## src/design/csvfe_pkg.sv

```systemverilog
// ----------------------------------------------------------------------------
// csvfe_pkg
// Shared types and character constants for the CSV cell escaper.
// ----------------------------------------------------------------------------
package csvfe_pkg;

    localparam logic [7:0] CH_QUOTE = 8'h22;
    localparam logic [7:0] CH_COMMA = 8'h2C;
    localparam logic [7:0] CH_CR    = 8'h0D;
    localparam logic [7:0] CH_LF    = 8'h0A;

    typedef enum logic [1:0] {
        SEL_QUOTE = 2'd0,
        SEL_BYTE  = 2'd1,
        SEL_SEP   = 2'd2
    } out_sel_t;

    typedef struct packed {
        logic     take;
        logic     emit;
        out_sel_t sel;
        logic     advance;
        logic     clear_cell;
    } cmd_t;

    typedef struct packed {
        logic quote_needed;
        logic body_done;
        logic cur_is_quote;
        logic out_free;
    } sts_t;

    function automatic logic forces_quote(input logic [7:0] b);
        return (b == CH_COMMA) || (b == CH_QUOTE) || (b == CH_CR) || (b == CH_LF);
    endfunction

endpackage

```

## src/design/csv_row_field_escaper_core.sv

```systemverilog
// ----------------------------------------------------------------------------
// csv_row_field_escaper_core
// RFC 4180 style CSV cell quoting with a bounded cell buffer.
//
// Input channel (in_valid/in_ready): one beat per cell byte; has_byte low
// marks a beat with no byte, cell_end closes the cell, row_end picks a
// newline instead of a comma as separator. Output channel
// (out_valid/out_ready): one escaped byte per beat, last on the separator,
// overflow on every beat of a cell that lost bytes past CELL_BYTES.
// A beat without cell_end is taken while the input stays open. A closing
// beat starts the output walk: the sequencer emits at most one byte per
// cycle from the cell buffer through a single output register, with idle
// steps that emit nothing (open without quotes, end of body). Input is
// held off for the whole walk; the final separator may still wait in the
// output register while the next cell's beats come in. A stalled receiver
// freezes the walk.
// Reset clears the fill count, flags, sequencer and output valid.
// ----------------------------------------------------------------------------
module csv_row_field_escaper_core
    import csvfe_pkg::*;
#(
    parameter int CELL_BYTES = 16
)
(
    input  logic       clk,
    input  logic       rst_n,
    input  logic       in_valid,
    output logic       in_ready,
    input  logic [7:0] data_byte,
    input  logic       has_byte,
    input  logic       cell_end,
    input  logic       row_end,
    output logic       out_valid,
    input  logic       out_ready,
    output logic [7:0] out_byte,
    output logic       last,
    output logic       overflow
);

    cmd_t cmd;
    sts_t sts;

    csvfe_ctrl u_ctrl (
        .clk      (clk),
        .rst_n    (rst_n),
        .in_valid (in_valid),
        .in_ready (in_ready),
        .cell_end (cell_end),
        .sts      (sts),
        .cmd      (cmd)
    );

    csvfe_dp #(
        .CELL_BYTES (CELL_BYTES)
    ) u_dp (
        .clk       (clk),
        .rst_n     (rst_n),
        .cmd       (cmd),
        .sts       (sts),
        .data_byte (data_byte),
        .has_byte  (has_byte),
        .cell_end  (cell_end),
        .row_end   (row_end),
        .out_valid (out_valid),
        .out_ready (out_ready),
        .out_byte  (out_byte),
        .last      (last),
        .overflow  (overflow)
    );

    a_close_blocks_input: assert property (@(posedge clk) disable iff (!rst_n)
        in_valid && in_ready && cell_end |=> !in_ready)
        else $error("input still open after a closing beat");

    a_sep_byte: assert property (@(posedge clk) disable iff (!rst_n)
        out_valid && last |-> (out_byte == CH_LF) || (out_byte == CH_COMMA))
        else $error("separator beat carries a non-separator byte");

    a_idle_holds_only_sep: assert property (@(posedge clk) disable iff (!rst_n)
        in_ready && out_valid |-> last)
        else $error("input open while a cell body beat is pending");

endmodule

```

## src/design/csvfe_dp.sv

```systemverilog
// ----------------------------------------------------------------------------
// csvfe_dp
// Cell buffer, fill and read pointers, quoting flags and output register.
// ----------------------------------------------------------------------------
module csvfe_dp
    import csvfe_pkg::*;
#(
    parameter int CELL_BYTES = 16
)
(
    input  logic       clk,
    input  logic       rst_n,
    input  cmd_t       cmd,
    output sts_t       sts,
    input  logic [7:0] data_byte,
    input  logic       has_byte,
    input  logic       cell_end,
    input  logic       row_end,
    output logic       out_valid,
    input  logic       out_ready,
    output logic [7:0] out_byte,
    output logic       last,
    output logic       overflow
);

    localparam int CNT_W = $clog2(CELL_BYTES + 1);
    localparam int IDX_W = (CELL_BYTES > 1) ? $clog2(CELL_BYTES) : 1;
    localparam logic [CNT_W-1:0] FULL = CNT_W'(CELL_BYTES);

    logic [7:0]       buf_reg [CELL_BYTES];
    logic [CNT_W-1:0] fill_reg, fill_next;
    logic [CNT_W-1:0] rd_ptr_reg, rd_ptr_next;
    logic             quote_reg, quote_next;
    logic             trunc_reg, trunc_next;
    logic             row_reg, row_next;
    logic             out_valid_reg, out_valid_next;
    logic [7:0]       out_byte_reg, out_byte_next;
    logic             last_reg, last_next;
    logic             overflow_reg, overflow_next;
    logic [7:0]       cur_byte;
    logic             store;

    assign store    = cmd.take && has_byte && (fill_reg < FULL);
    assign cur_byte = buf_reg[rd_ptr_reg[IDX_W-1:0]];

    always_ff @(posedge clk)
    begin
        if (store)
        begin
            buf_reg[fill_reg[IDX_W-1:0]] <= data_byte;
        end
    end

    always_comb
    begin
        fill_next      = fill_reg;
        rd_ptr_next    = rd_ptr_reg;
        quote_next     = quote_reg;
        trunc_next     = trunc_reg;
        row_next       = row_reg;
        out_valid_next = out_valid_reg;
        out_byte_next  = out_byte_reg;
        last_next      = last_reg;
        overflow_next  = overflow_reg;

        if (cmd.take)
        begin
            if (store)
            begin
                fill_next  = fill_reg + CNT_W'(1);
                quote_next = quote_reg | forces_quote(data_byte);
            end
            else if (has_byte)
            begin
                trunc_next = 1'b1;
            end
            if (cell_end)
            begin
                row_next    = row_end;
                rd_ptr_next = '0;
            end
        end

        if (cmd.advance)
        begin
            rd_ptr_next = rd_ptr_reg + CNT_W'(1);
        end

        if (cmd.emit)
        begin
            out_valid_next = 1'b1;
            overflow_next  = trunc_reg;
            last_next      = 1'b0;
            unique case (cmd.sel)
                SEL_QUOTE: out_byte_next = CH_QUOTE;
                SEL_BYTE:  out_byte_next = cur_byte;
                SEL_SEP:
                begin
                    out_byte_next = row_reg ? CH_LF : CH_COMMA;
                    last_next     = 1'b1;
                end
                default:   out_byte_next = CH_QUOTE;
            endcase
        end
        else if (out_ready)
        begin
            out_valid_next = 1'b0;
        end

        if (cmd.clear_cell)
        begin
            fill_next  = '0;
            quote_next = 1'b0;
            trunc_next = 1'b0;
        end
    end

    always_ff @(posedge clk or negedge rst_n)
    begin
        if (!rst_n)
        begin
            fill_reg      <= '0;
            rd_ptr_reg    <= '0;
            quote_reg     <= 1'b0;
            trunc_reg     <= 1'b0;
            row_reg       <= 1'b0;
            out_valid_reg <= 1'b0;
        end
        else
        begin
            fill_reg      <= fill_next;
            rd_ptr_reg    <= rd_ptr_next;
            quote_reg     <= quote_next;
            trunc_reg     <= trunc_next;
            row_reg       <= row_next;
            out_valid_reg <= out_valid_next;
        end
    end

    always_ff @(posedge clk)
    begin
        out_byte_reg <= out_byte_next;
        last_reg     <= last_next;
        overflow_reg <= overflow_next;
    end

    assign sts.quote_needed = quote_reg;
    assign sts.body_done    = (rd_ptr_reg == fill_reg);
    assign sts.cur_is_quote = (cur_byte == CH_QUOTE);
    assign sts.out_free     = !out_valid_reg || out_ready;

    assign out_valid = out_valid_reg;
    assign out_byte  = out_byte_reg;
    assign last      = last_reg;
    assign overflow  = overflow_reg;

endmodule

```

## src/design/csvfe_ctrl.sv

```systemverilog
// ----------------------------------------------------------------------------
// csvfe_ctrl
// Sequencer: takes cell beats, then walks the escaped output of a closed cell.
// ----------------------------------------------------------------------------
module csvfe_ctrl
    import csvfe_pkg::*;
(
    input  logic clk,
    input  logic rst_n,
    input  logic in_valid,
    output logic in_ready,
    input  logic cell_end,
    input  sts_t sts,
    output cmd_t cmd
);

    typedef enum logic [5:0] {
        ST_IDLE   = 6'b000001,
        ST_OPEN   = 6'b000010,
        ST_BODY   = 6'b000100,
        ST_BODY_Q = 6'b001000,
        ST_CLOSE  = 6'b010000,
        ST_SEP    = 6'b100000
    } state_t;

    state_t state_reg, state_next;

    always_comb
    begin
        state_next     = state_reg;
        cmd.take       = 1'b0;
        cmd.emit       = 1'b0;
        cmd.sel        = SEL_BYTE;
        cmd.advance    = 1'b0;
        cmd.clear_cell = 1'b0;

        unique case (state_reg)
            ST_IDLE:
            begin
                cmd.take = in_valid;
                if (in_valid && cell_end)
                begin
                    state_next = ST_OPEN;
                end
            end
            ST_OPEN:
            begin
                if (!sts.quote_needed)
                begin
                    state_next = ST_BODY;
                end
                else if (sts.out_free)
                begin
                    cmd.emit   = 1'b1;
                    cmd.sel    = SEL_QUOTE;
                    state_next = ST_BODY;
                end
            end
            ST_BODY:
            begin
                if (sts.body_done)
                begin
                    state_next = sts.quote_needed ? ST_CLOSE : ST_SEP;
                end
                else if (sts.out_free)
                begin
                    cmd.emit = 1'b1;
                    if (sts.quote_needed && sts.cur_is_quote)
                    begin
                        cmd.sel    = SEL_QUOTE;
                        state_next = ST_BODY_Q;
                    end
                    else
                    begin
                        cmd.advance = 1'b1;
                    end
                end
            end
            ST_BODY_Q:
            begin
                if (sts.out_free)
                begin
                    cmd.emit    = 1'b1;
                    cmd.advance = 1'b1;
                    state_next  = ST_BODY;
                end
            end
            ST_CLOSE:
            begin
                if (sts.out_free)
                begin
                    cmd.emit   = 1'b1;
                    cmd.sel    = SEL_QUOTE;
                    state_next = ST_SEP;
                end
            end
            ST_SEP:
            begin
                if (sts.out_free)
                begin
                    cmd.emit       = 1'b1;
                    cmd.sel        = SEL_SEP;
                    cmd.clear_cell = 1'b1;
                    state_next     = ST_IDLE;
                end
            end
            default:
            begin
                state_next = ST_IDLE;
            end
        endcase
    end

    always_ff @(posedge clk or negedge rst_n)
    begin
        if (!rst_n)
        begin
            state_reg <= ST_IDLE;
        end
        else
        begin
            state_reg <= state_next;
        end
    end

    assign in_ready = (state_reg == ST_IDLE);

endmodule
```

## config.mk

```make
export PLATFORM = sky130hd
export DESIGN_NAME = csv_row_field_escaper_core
export DESIGN_NICKNAME = d
export VERILOG_FILES = /design/src/design/csvfe_pkg.sv /design/src/design/csv_row_field_escaper_core.sv /design/src/design/csvfe_dp.sv /design/src/design/csvfe_ctrl.sv
export SDC_FILE = /design/constraint.sdc
export NUM_CORES = 1
export LEC_CHECK = 0
export BUFFER_PORTS_ARGS = -buffer_cell sky130_fd_sc_hd__buf_4
export CORE_MARGIN = 2
export CORE_UTILIZATION = 55
export CTS_CLUSTER_DIAMETER = 30
export DETAILED_ROUTE_END_ITERATION = 8
export PLACE_DENSITY = 0.79
export SKIP_LAST_GASP = 1
export SLEW_MARGIN = 0
export SYNTH_ARGS = -nofsm -noshare
export SYNTH_HDL_FRONTEND = slang
export SYNTH_SLANG_ARGS = --single-unit
```

## constraint.sdc

```tcl
create_clock -name clk -period 3.4 [get_ports clk]
set_input_delay 0.51 -clock clk [delete_from_list [all_inputs] [get_ports clk]]
set_output_delay 0.51 -clock clk [all_outputs]
set_load 0.01 [all_outputs]
```

==> impl_metrics.json <==
{
  "outcome": "complete, but fails checks",
  "violations": "negative setup slack",
  "cts_root_buf": "clkbuf_16",
  "io_buffer_count": 26,
  "htreeDepth": 4,
  "synth-compound-area-share_pct": 4.77,
  "rows": 40,
  "post-synth-top-count-cell": "edfxtp_1",
  "largest_reg_flops": 128,
  "gr-total-overflow": 0,
  "cts.sinks": 158,
  "grtUsageTotal_pct": 25.2,
  "whs_ns": 0.341,
  "synth_xor_area_share_pct": 1.43,
  "first_iter_violations": 395,
  "syn_avg_cell_area_um2": 16.8,
  "die_x_um": 115,
  "crit_path_start": "u_dp.rd_ptr_reg[1]",
  "rsz0062_at_grt": "yes",
  "startpoint_type": "flop",
  "antenna_left": 0,
  "dp_slack_ns": -0.163,
  "gp_congestion": 0.875,
  "synthCells": 399,
  "ys_ff_latch": 158,
  "max_slew_margin_pct": 63.4,
  "synth_top_cell_by_area": "edfxtp_1",
  "skew_ns": 0.00799,
  "reg2regPathDepth": 9,
  "synthTopCellsByCount": "138 x edfxtp_1, 34 x nor2_1, 25 x mux4_2, 23 x nand2_1, 19 x dfrtp_1",
  "area.growth.synth_to_final_pct": 23.0,
  "clk_pin_slew_ns": 0.06,
  "power_density_nw_per_um2": 731,
  "post_drt_via_cell_ratio": 6.21,
  "synthMuxAreaShare_pct": 13.6,
  "route.met2.wl_um": 8000,
  "slew_viol_final": 0,
  "setup_slack_ns": -0.0279,
  "synth_edf_count": 138,
  "critPathRequiredTime_ns": 3.57,
  "fmax_mhz": 292,
  "async_flop_share_pct": 12.7,
  "final-setup-viol-count": 6,
  "nFillCells": 733,
  "post_synth_instance_area_um2": 6720,
  "dpl.hpwl_um": 9780,
  "vias": 4111,
  "clock_latency_ns": 0.42,
  "finalCritPeriodShare_pct": 101,
  "grt_pass1_wl_um": 23400,
  "synth.distinct_cells": 51,
  "grt_pass1_vias": 4036,
  "cts_made_buffers": 17,
  "cts_tree": "built",
  "routedWlPerCell_um": 23.6,
  "max-vdd-ir-drop_uv": 458,
  "drive_above_1_share_pct": 35.1,
  "hp-class": "input port to flop",
  "ys_seq_area_share_pct": 69.1,
  "r2r_start": "u_dp.rd_ptr_reg[1]",
  "fp.coreArea_um2": 12000,
  "top_layer": "met4",
  "finalNetCount": 525,
  "placed_area_um2": 7440,
  "end_kind": "flop",
  "met1_length_um": 5960,
  "worst_pin_slew_ns": 0.547,
  "die_h_um": 115,
  "p_leak_nw": 3.01,
  "grt_max_degree": 21,
  "yosys_warnings": 0,
  "die-area_um2": 13100,
  "drc": 0,
  "synth_top_family_by_area": "multiplexers",
  "fin_total_pwr_mw": 6.04,
  "rrSetupSlack_ns": -0.03,
  "period_needed_ns": 3.43,
  "crit_arrival_ns": 3.59,
  "ys_top_cells_by_area": "edfxtp_1 62%, mux4_2 8.4%, dfrtp_1 7.1%",
  "drt_pass1_iterations": 7,
  "synthAdderAreaFrac_pct": 1.49,
  "cts_buffer_depth": 2,
  "criticalPathCategory": "flop to flop",
  "synth_top_area_share_pct": 61.7,
  "antenna_found_initial": 0,
  "design_area_um2": 8260,
  "crit_path_end": "u_dp.out_byte[7]",
  "ys.flop_type": "edfxtp_1",
  "routed_wl_um": 15600,
  "r2r_end": "u_dp.out_byte[7]",
  "crit_fanout": 5,
  "synth_nets": 422,
  "antennaDiodeCount": 0,
  "hold_viol": 0,
  "max_cap_violations": 0,
  "ios": 27,
  "synth-simple-area-share_pct": 7.58,
  "wl_met3_um": 1200,
  "start_util_pct": 56.2,
  "final.setup.tns_ns": -0.0974
}
==> cells by family (layout without fill, tap and decap cells) <==
| group | Yosys count | count (layout) |
|---|---|---|
| flip-flops | 158 | 158 |
| AND/OR/NAND/NOR | 103 | 103 |
| multiplexers | 46 | 46 |
| AO/OA/AOI/OAI | 45 | 45 |
| buffers and inverters | 28 | 144 |
| XOR/XNOR | 11 | 11 |
| adder cells (fa/ha/maj) | 8 | 8 |
==> cells in the final DEF, fill, tap and decap left out, types with 4 or more instances in the layout <==
cell       instances
nor2_1            34
xor2_1             6
nand3_1            4
mux4_1             5
xnor2_1            5
inv_1              9
nand2_1           22
buf_4             95
nor2b_1            6
ha_1               7
o21ai_0            6
mux2i_1            5
clkbuf_16         17
clkinv_1           8
a21oi_1            9
edfxtp_1         138
nand2b_1           4
dfrtp_1           17
buf_6              4
a22o_1             5
mux4_2            28
mux2_2             4
nor3_1             8
==> worst min-delay path by stage <==
stage,from,end,slack [ns],cells after the start
after floorplan,rst_n,u_ctrl.state_reg[1],0.21,0
after global routing,row_end,u_dp.row_reg,0.34,2
after global placement,rst_n,u_ctrl.state_reg[3],0.40,1
after detailed placement,rst_n,u_ctrl.state_reg[3],0.41,1
after CTS,row_end,u_dp.row_reg,0.33,2
final,row_end,u_dp.row_reg,0.34,2
==> repair_timing <==
action / 4_1_cts / 5_1_grt
pin swaps: 6 / 2
setup endpoints to repair: 8 / 8
hold buffers: 1 / 0
buffers inserted: 21 / 4
endpoints found under the hold margin: 19 / 0
cloned: 0 / 0
gates resized for setup: 21 / 5
==> critical path, cell delays in order (launching register included) <==
cell and delay, ns:
dfrtp_2 0.47, mux4_2 0.53, mux4_2 0.50, or4_4 0.54
nor3_4 0.25, a21oi_2 0.09, or3_4 0.34, ha_4 0.30
nand2b_4 0.13, nor2_1 0.04
==> per-layer routing <==
layer	global-route usage, %	vias to the layer above
li1	-	1783
met1	32.2	2083
met2	41.0	205
met3	6.14	40
met4	11.8	0
met5	0	-
==> through the flow <==
stage / cells / util (%)
global route: 662 / 69.1
floorplan: 399 / -
global placement: 606 / 62.2
CTS: 658 / 68.7
finish: 662 / 69.1
detailed placement: 606 / 62.2
==> where the power goes <==
group	switching, mW	internal (mW)
sequential	0.162	2.28
clock	0.681	1.13
combinational	0.817	0.962
total	1.66	4.38
==> area by class of cell <==
type	count	area (µm²)	area share, %
Clock buffer	20	437	5.29
Clock inverter	12	125	1.51
Inverter	9	33.8	0.409
Multi-Input combinational cell	213	2000	24.2
Sequential cell	158	4650	56.3
Tap cell	147	184	2.23
Timing Repair Buffer	103	828	10.0
No activity file was read; power rests on OpenSTA's default activity.
